`src/design/sha0_pkg.sv`:
```
// sha0_pkg: shared types, constants and round helpers of the sha-0 hasher
// no dependencies; used by sha0_round and sha0_message_hash
`default_nettype none

package sha0_pkg;

    localparam int RoundCount = 80;
    localparam int WordCount  = 5;

    localparam logic [31:0] K0 = 32'h5A827999;
    localparam logic [31:0] K1 = 32'h6ED9EBA1;
    localparam logic [31:0] K2 = 32'h8F1BBCDC;
    localparam logic [31:0] K3 = 32'hCA62C1D6;

    localparam logic [31:0] H0 = 32'h67452301;
    localparam logic [31:0] H1 = 32'hEFCDAB89;
    localparam logic [31:0] H2 = 32'h98BADCFE;
    localparam logic [31:0] H3 = 32'h10325476;
    localparam logic [31:0] H4 = 32'hC3D2E1F0;

    localparam logic [7:0] PadMark = 8'h80;

    localparam logic       KindByte   = 1'b0;
    localparam logic       KindFinish = 1'b1;

    localparam logic [6:0] LastRound = 7'(RoundCount - 1);
    localparam logic [2:0] LastWord  = 3'(WordCount - 1);

    typedef struct packed {
        logic [31:0] a;
        logic [31:0] b;
        logic [31:0] c;
        logic [31:0] d;
        logic [31:0] e;
    } t_round_state;

    typedef enum logic [5:0] {
        ST_IDLE  = 6'b000001,
        ST_PAD   = 6'b000010,
        ST_ROUND = 6'b000100,
        ST_FOLD  = 6'b001000,
        ST_OUT   = 6'b010000,
        ST_ERR   = 6'b100000
    } t_state;

    function automatic logic [31:0] rotl(input logic [31:0] v, input int n);
        return (v << n) | (v >> (32 - n));
    endfunction

endpackage

`default_nettype wire

```
`src/design/sha0_message_hash.sv`:
```
// sha0_message_hash: streaming sha-0 hasher, byte input, five-word digest output
// depends on sha0_pkg and sha0_round
//
//  channel  direction  handshake                 payload
//  in       input      i_in_valid / o_in_ready   i_kind, i_data_byte
//  out      output     o_out_valid / i_out_ready o_digest_word, o_word_index,
//                                                o_last_word, o_length_error
//
// each message byte is accepted directly; the 64th byte of a block starts 80 rounds
// on the single shared round unit, then a fold into the chain value
// a finish inserts padding (up to 72 bytes) one byte a cycle outside the one
// or two compressions, then presents five digest beats, one per accepted beat
// the input is not ready while padding, compressing or presenting the digest
// reset is synchronous active low and restores the initial chain value
`default_nettype none

module sha0_message_hash (
    input  wire logic        i_clk,
    input  wire logic        i_rst_n,
    input  wire logic        i_in_valid,
    output logic             o_in_ready,
    input  wire logic        i_kind,
    input  wire logic [7:0]  i_data_byte,
    output logic             o_out_valid,
    input  wire logic        i_out_ready,
    output logic [31:0]      o_digest_word,
    output logic [2:0]       o_word_index,
    output logic             o_last_word,
    output logic             o_length_error
);

    sha0_pkg::t_state       r_state, n_state;
    logic [31:0]            r_chain [5];
    logic [31:0]            n_chain [5];
    logic [31:0]            r_w [16];
    logic [31:0]            n_w [16];
    sha0_pkg::t_round_state r_rs, n_rs, round_out;
    logic [6:0]             r_round, n_round;
    logic [63:0]            r_bit_count, n_bit_count;
    logic [5:0]             r_pos, n_pos;
    logic                   r_overflow, n_overflow;
    logic                   r_mark_sent, n_mark_sent;
    logic                   r_fill, n_fill;
    logic                   r_last_block, n_last_block;
    logic                   r_padding, n_padding;
    logic [2:0]             r_idx, n_idx;

    logic                   in_beat;
    logic                   out_beat;
    logic                   do_insert;
    logic [7:0]             ins_byte;
    logic [7:0]             len_byte;
    logic [63:0]            count_sum;
    logic [31:0]            sched_word;

    assign o_in_ready = (r_state == sha0_pkg::ST_IDLE);
    assign in_beat    = i_in_valid && o_in_ready;
    assign o_out_valid = (r_state == sha0_pkg::ST_OUT) || (r_state == sha0_pkg::ST_ERR);
    assign out_beat   = o_out_valid && i_out_ready;

    always_comb begin
        o_digest_word  = 32'd0;
        o_word_index   = 3'd0;
        o_last_word    = 1'b1;
        o_length_error = 1'b1;
        if (r_state == sha0_pkg::ST_OUT) begin
            o_digest_word  = r_chain[r_idx];
            o_word_index   = r_idx;
            o_last_word    = (r_idx == sha0_pkg::LastWord);
            o_length_error = 1'b0;
        end
    end

    // length bytes go out most significant first at positions 56 to 63
    assign len_byte   = 8'(r_bit_count >> {~r_pos[2:0], 3'b000});
    assign count_sum  = r_bit_count + 64'd8;
    assign sched_word = r_w[13] ^ r_w[8] ^ r_w[2] ^ r_w[0];

    sha0_round u_round (
        .i_cur   (r_rs),
        .i_w     (r_w[0]),
        .i_round (r_round),
        .o_next  (round_out)
    );

    always_comb begin
        do_insert = 1'b0;
        ins_byte  = i_data_byte;
        if (r_state == sha0_pkg::ST_IDLE) begin
            do_insert = in_beat && (i_kind == sha0_pkg::KindByte) && !r_overflow;
        end else if (r_state == sha0_pkg::ST_PAD) begin
            do_insert = 1'b1;
            if (!r_mark_sent) begin
                ins_byte = sha0_pkg::PadMark;
            end else if (r_pos >= 6'd56 && !r_fill) begin
                ins_byte = len_byte;
            end else begin
                ins_byte = 8'd0;
            end
        end
    end

    always_comb begin
        n_state      = r_state;
        n_chain      = r_chain;
        n_w          = r_w;
        n_rs         = r_rs;
        n_round      = r_round;
        n_bit_count  = r_bit_count;
        n_pos        = r_pos;
        n_overflow   = r_overflow;
        n_mark_sent  = r_mark_sent;
        n_fill       = r_fill;
        n_last_block = r_last_block;
        n_padding    = r_padding;
        n_idx        = r_idx;

        if (do_insert) begin
            for (int k = 0; k < 15; k++) begin
                n_w[k] = {r_w[k][23:0], r_w[k + 1][31:24]};
            end
            n_w[15] = {r_w[15][23:0], ins_byte};
            n_pos   = r_pos + 6'd1;
            if (r_pos == 6'd63) begin
                n_state = sha0_pkg::ST_ROUND;
                n_round = 7'd0;
                n_rs    = '{a: r_chain[0], b: r_chain[1], c: r_chain[2],
                            d: r_chain[3], e: r_chain[4]};
                n_fill  = 1'b0;
            end
        end

        unique case (r_state)
            sha0_pkg::ST_IDLE: begin
                if (in_beat && i_kind == sha0_pkg::KindByte && !r_overflow) begin
                    n_bit_count = count_sum;
                    if (count_sum == 64'd0) begin
                        n_overflow = 1'b1;
                    end
                end else if (in_beat && i_kind == sha0_pkg::KindFinish) begin
                    n_state   = r_overflow ? sha0_pkg::ST_ERR : sha0_pkg::ST_PAD;
                    n_padding = !r_overflow;
                end
            end
            sha0_pkg::ST_PAD: begin
                if (!r_mark_sent) begin
                    n_mark_sent = 1'b1;
                    // mark too late for the length: this block is zero fill only
                    if (r_pos >= 6'd56 && r_pos != 6'd63) begin
                        n_fill = 1'b1;
                    end
                end
                if (r_pos == 6'd63 && r_mark_sent && !r_fill) begin
                    n_last_block = 1'b1;
                end else if (r_pos == 6'd63 && !r_mark_sent) begin
                    // mark in the last slot: the next block carries the length
                    n_last_block = 1'b0;
                end
            end
            sha0_pkg::ST_ROUND: begin
                n_rs = round_out;
                for (int k = 0; k < 15; k++) begin
                    n_w[k] = r_w[k + 1];
                end
                n_w[15] = sched_word;
                n_round = r_round + 7'd1;
                if (r_round == sha0_pkg::LastRound) begin
                    n_state = sha0_pkg::ST_FOLD;
                end
            end
            sha0_pkg::ST_FOLD: begin
                n_chain[0] = r_chain[0] + r_rs.a;
                n_chain[1] = r_chain[1] + r_rs.b;
                n_chain[2] = r_chain[2] + r_rs.c;
                n_chain[3] = r_chain[3] + r_rs.d;
                n_chain[4] = r_chain[4] + r_rs.e;
                if (r_last_block) begin
                    n_state = sha0_pkg::ST_OUT;
                    n_idx   = 3'd0;
                end else if (r_padding) begin
                    n_state = sha0_pkg::ST_PAD;
                end else begin
                    n_state = sha0_pkg::ST_IDLE;
                end
            end
            sha0_pkg::ST_OUT: begin
                if (out_beat) begin
                    n_idx = r_idx + 3'd1;
                end
            end
            sha0_pkg::ST_ERR: begin
            end
            default: begin
                n_state = sha0_pkg::ST_IDLE;
            end
        endcase

        // final beat of a run returns everything to the start of a message
        if (out_beat && o_last_word) begin
            n_state      = sha0_pkg::ST_IDLE;
            n_chain      = '{sha0_pkg::H0, sha0_pkg::H1, sha0_pkg::H2,
                             sha0_pkg::H3, sha0_pkg::H4};
            n_bit_count  = 64'd0;
            n_pos        = 6'd0;
            n_overflow   = 1'b0;
            n_mark_sent  = 1'b0;
            n_fill       = 1'b0;
            n_last_block = 1'b0;
            n_padding    = 1'b0;
            n_idx        = 3'd0;
        end
    end

    always_ff @(posedge i_clk) begin
        if (!i_rst_n) begin
            r_state      <= sha0_pkg::ST_IDLE;
            r_chain      <= '{sha0_pkg::H0, sha0_pkg::H1, sha0_pkg::H2,
                              sha0_pkg::H3, sha0_pkg::H4};
            r_round      <= 7'd0;
            r_bit_count  <= 64'd0;
            r_pos        <= 6'd0;
            r_overflow   <= 1'b0;
            r_mark_sent  <= 1'b0;
            r_fill       <= 1'b0;
            r_last_block <= 1'b0;
            r_padding    <= 1'b0;
            r_idx        <= 3'd0;
        end else begin
            r_state      <= n_state;
            r_chain      <= n_chain;
            r_round      <= n_round;
            r_bit_count  <= n_bit_count;
            r_pos        <= n_pos;
            r_overflow   <= n_overflow;
            r_mark_sent  <= n_mark_sent;
            r_fill       <= n_fill;
            r_last_block <= n_last_block;
            r_padding    <= n_padding;
            r_idx        <= n_idx;
        end
    end

    always_ff @(posedge i_clk) begin
        r_w  <= n_w;
        r_rs <= n_rs;
    end

    a_round_range: assert property (@(posedge i_clk) disable iff (!i_rst_n)
        (r_state == sha0_pkg::ST_ROUND) |-> (r_round <= sha0_pkg::LastRound))
        else $error("round counter past last round");

    a_error_shape: assert property (@(posedge i_clk) disable iff (!i_rst_n)
        (o_out_valid && o_length_error) |-> (o_last_word && o_digest_word == 32'd0))
        else $error("error beat not marked last or carries data");

    a_ready_after_last: assert property (@(posedge i_clk) disable iff (!i_rst_n)
        (out_beat && o_last_word) |=> (o_in_ready && r_pos == 6'd0 && !r_overflow))
        else $error("block not back at message start after last beat");

    a_pad_ends_block: assert property (@(posedge i_clk) disable iff (!i_rst_n)
        (r_state == sha0_pkg::ST_PAD && r_pos == 6'd63) |=> (r_state == sha0_pkg::ST_ROUND))
        else $error("padding did not start a compression at block end");

    a_fold_after_rounds: assert property (@(posedge i_clk) disable iff (!i_rst_n)
        (r_state == sha0_pkg::ST_ROUND && r_round == sha0_pkg::LastRound)
        |=> (r_state == sha0_pkg::ST_FOLD))
        else $error("fold did not follow the last round");

endmodule

`default_nettype wire

```
`src/design/sha0_round.sv`:
```
// sha0_round: one sha-0 compression round, reused for all 80 rounds
// depends on sha0_pkg (round state type, round constants)
`default_nettype none

module sha0_round (
    input  wire sha0_pkg::t_round_state i_cur,
    input  wire logic [31:0]            i_w,
    input  wire logic [6:0]             i_round,
    output sha0_pkg::t_round_state      o_next
);

    logic [31:0] f;
    logic [31:0] k;

    // round group picks both the boolean function and the constant
    always_comb begin
        if (i_round < 7'd20) begin
            f = (i_cur.b & i_cur.c) | (~i_cur.b & i_cur.d);
            k = sha0_pkg::K0;
        end else if (i_round < 7'd40) begin
            f = i_cur.b ^ i_cur.c ^ i_cur.d;
            k = sha0_pkg::K1;
        end else if (i_round < 7'd60) begin
            f = (i_cur.b & i_cur.c) | (i_cur.b & i_cur.d) | (i_cur.c & i_cur.d);
            k = sha0_pkg::K2;
        end else begin
            f = i_cur.b ^ i_cur.c ^ i_cur.d;
            k = sha0_pkg::K3;
        end
    end

    always_comb begin
        o_next.a = sha0_pkg::rotl(i_cur.a, 5) + f + i_cur.e + i_w + k;
        o_next.b = i_cur.a;
        o_next.c = sha0_pkg::rotl(i_cur.b, 30);
        o_next.d = i_cur.c;
        o_next.e = i_cur.d;
    end

endmodule

`default_nettype wire

```
`config.mk`:
```
export PLATFORM = sky130hd
export DESIGN_NAME = sha0_message_hash
export DESIGN_NICKNAME = d
export VERILOG_FILES = /design/src/design/sha0_pkg.sv /design/src/design/sha0_message_hash.sv /design/src/design/sha0_round.sv
export SDC_FILE = /design/constraint.sdc
export NUM_CORES = 2
export LEC_CHECK = 0
export ABC_AREA = 1
export ABC_CLOCK_PERIOD_IN_PS = 17550
export BUFFER_PORTS_ARGS = -buffer_cell sky130_fd_sc_hd__buf_2
export CORE_MARGIN = 2
export CORE_UTILIZATION = 30
export CTS_CLUSTER_SIZE = 40
export DETAILED_ROUTE_END_ITERATION = 16
export GPL_TIMING_DRIVEN = 1
export PLACE_DENSITY = 0.44
export SLEW_MARGIN = 10
export SYNTH_ARGS = -nofsm -noshare
export SYNTH_HDL_FRONTEND = slang
export SYNTH_SLANG_ARGS = --single-unit
```
`constraint.sdc`:
```
create_clock -name i_clk -period 17.55 [get_ports i_clk]
set_clock_uncertainty 0.05 [all_clocks]
set_input_delay 3.51 -clock i_clk [delete_from_list [all_inputs] [get_ports i_clk]]
set_output_delay 3.51 -clock i_clk [all_outputs]
set_load 0.02 [all_outputs]
```
==> summary.txt <==
Area share of the largest cell type after synthesis = 0.354
Clock sink count = 920
Remaining DRCs = 0
Layout cells sized above 1 = 0.0467
Mapped cell area = 57100 sq um
Worst-path clk slew = 60 ps
Async set-reset flop share out of synthesis = 0
Dpl cell area = 59800 sq um
Worst setup startpoint = r_idx[0]$_SDFFE_PP0P_
Most common cell in the netlist = nand2_1
Boundary Pins = 52
Total CTS buffers = 112
Routed WL = 201000 microns
Sw frac = 0.256
Clock Tree Root = clkbuf_16
Drt wl/cell = 20.5 microns
Final period utilization = 0.431
Synthesized Nets = 7622
Post-synth top cells = nand2_1 (2443), inv_1 (846), edfxtp_1 (672)
GRT overflow = 0
Worst reg-to-reg path cell count = 21
Worst slack, placed = 10140 ps
Final setup TNS = 0 ps
RSZ-0062 raised after global routing = no
Die area = 194000 sq um
Largest net degree at the start of global routing = 209
Vias in the first global route = 46401
Min Hold Slack = 426 ps
Slew margin rel. = 0.246
Peak VDD IR = 88.0 uV
Gate power share = 0.072
Worst Hold End = r_round[5]$_SDFFE_PN0P_
HP Class = flop to flop
Die Y = 440 microns
Die width = 440 microns
Least-Margin Pin Slew = 1130 ps
Ys Warns = 0
Yosys reg bits = 920
Final Net Count = 7559
Number of port buffers = 51
Crit path largest cell delay = 690 ps
Non-Filler Instances = 9832
Status = finished clean
First-pass GRT wire length = 300000 microns
Core ar. = 190000 sq um
CP Class = flop to output port
Final instance area = 63600 sq um
Clock share of power = 0.457
Via density = 4.94
Filler instances = 20166
Avg Inst Size Synth = 7.83 sq um
Yosys top cell by area = edfxtp_1
Seq/Total Area, Yosys = 0.441
Crit path required time = 13990 ps
Hold Vio Cnt, Final = 0
Reg2Reg Setup Slack = 11570 ps
Crit-path cells = buf_4 > nor2_1 > inv_1 > nor2_1 > buf_4 > a21oi_1 > or2_2 > inv_1 > buf_2
Post-synth EDFFs = 672
Seq pwr share = 0.471
Layout area overhead = 11.5%
Total track usage = 0.204
RD Place Congestion = 0.965
Startpoint types = flop
Via count = 48521
Placed cells = 9618
Ant diodes = 0
Cell variety after synth = 55
Maximum net fanout on the critical path = 42
Max-slew violations = 0
Max-Cap Viols = 0
Crit end category = output port
Synth area leaders = edfxtp_1 (35%), nand2_1 (16%), dfxtp_1 (8.7%)
TritonCTS clock tree = done
CP Data Arrival Time = 4010 ps
Final Critical Period = 7570 ps
Slowest-stage cell, CP = nor2_1
Antenna Violating Nets Remaining = 0
Post-cts sizing count = 0
Post-CTS Hold Fix Bufs = 0
R2R Path End = r_rs[159]$_DFFE_PP_
Post-CTS Setup Repair Bufs = 0
Iter 0 DRT Violations = 4117
Worst skew pair latency = 790 ps
Initial antenna violation count = 2
# setup viols final = 0
Row cnt = 160
Power Dens Cells = 83.2 nW/um^2
Startpoint of the worst hold path = r_round[5]$_SDFFE_PN0P_
Worst r2r src = r_round[4]$_SDFFE_PN0P_
Hold path cells = 2
Cells after synthesis = 7284
DRT Pass-1 Iters = 5
DP HPWL = 148000 microns
Main flop type after synthesis = edfxtp_1
Switch Pwr = 1.36 mW
Clk buf depth = 3
Fin worst setup slack = 9980 ps
Initial Util = 0.301
H-tree levels = 3
F_max = 132 MHz
Internal = 3.94 mW
Static Leakage = 26.6 nW
==> per-stage QoR <==
step / power, mW / util
floorplan: 2.84 / -
detailed placement: 2.92 / 0.315
CTS: 5.37 / 0.336
global placement: 2.92 / 0.315
global route: 5.50 / 0.336
finish: 5.29 / 0.336
==> area by class of cell <==
class | count | area [sq um] | share of cell area
inverters | 852 | 3210 | 0.0505
well taps | 2511 | 3140 | 0.0494
flip-flops and latches | 920 | 25100 | 0.395
clock buffers | 149 | 3110 | 0.0489
clock inverters | 65 | 703 | 0.0111
multi-input cells | 5231 | 27600 | 0.434
repair buffers | 104 | 703 | 0.0111
==> critical path: cells and delay by family, from the launching register on <==
kind / cells / cell delay (ps)
flops: 1 / 310
simple gates: 3 / 1600
compound gates: 1 / 100
buf+inv: 5 / 1200
==> worst max-delay path by stage <==
stage	endpoint
2_1_floorplan	r_w[0]$_DFFE_PP_
3_3_place_gp	r_w[322]$_DFFE_PP_
3_5_place_dp	r_w[322]$_DFFE_PP_
4_1_cts	o_digest_word[22]
5_1_grt	o_digest_word[22]
6_report	o_digest_word[22]
==> metal layers <==
metal,global-route usage,part of all wire,up-vias
li1,-,-,23776
met1,0.291,0.48,23293
met2,0.325,0.45,1202
met3,0.0234,0.047,250
met4,0.0566,0.028,0
met5,0,0,-
==> cells by family after synthesis <==
group                    count (synthesis)  synth area share
AO/OA/AOI/OAI                         1408             0.136
adder cells (fa/ha/maj)                325            0.0867
buffers and inverters                 1133            0.0759
XOR/XNOR                               210            0.0322
AND/OR/NAND/NOR                       3288             0.229
flip-flops                             920             0.441
==> sequential cells by signal, summed over array words and instances, names as in the netlist <==
register	flops
r_last_block	1
r_state	6
r_w	512
r_bit_count	61
r_padding	1
r_mark_sent	1
r_fill	1
r_idx	3
r_round	7
r_chain	160
r_rs	160
r_pos	6
r_overflow	1
==> cell usage in the layout, fill, tap and decap left out, drive strengths merged, types with 31 or more instances in the layout <==
cell,instances
nand2,2449
inv,850
edfxtp,672
o21ai,631
a21oi,517
nor2,487
dfxtp,248
ha,208
nand3,202
clkbuf,149
xnor2,120
fa,117
buf,104
xor2,90
o211ai,61
clkinv,50
nor3,49
nand4,43
a211oi,34
a21o,33
o21bai,32
a221oi,31
==> power groups by stage <==
| stage | logic [mW] | clock network, mW | registers [mW] |
|---|---|---|---|
| after floorplan | 0.271 | 0 | 2.57 |
| after CTS | 0.383 | 2.49 | 2.49 |
| after detailed placement | 0.381 | 0 | 2.54 |
| after global placement | 0.379 | 0 | 2.54 |
| final | 0.381 | 2.42 | 2.49 |
| after global routing | 0.434 | 2.56 | 2.50 |
Power figures use the tool's default switching activity.
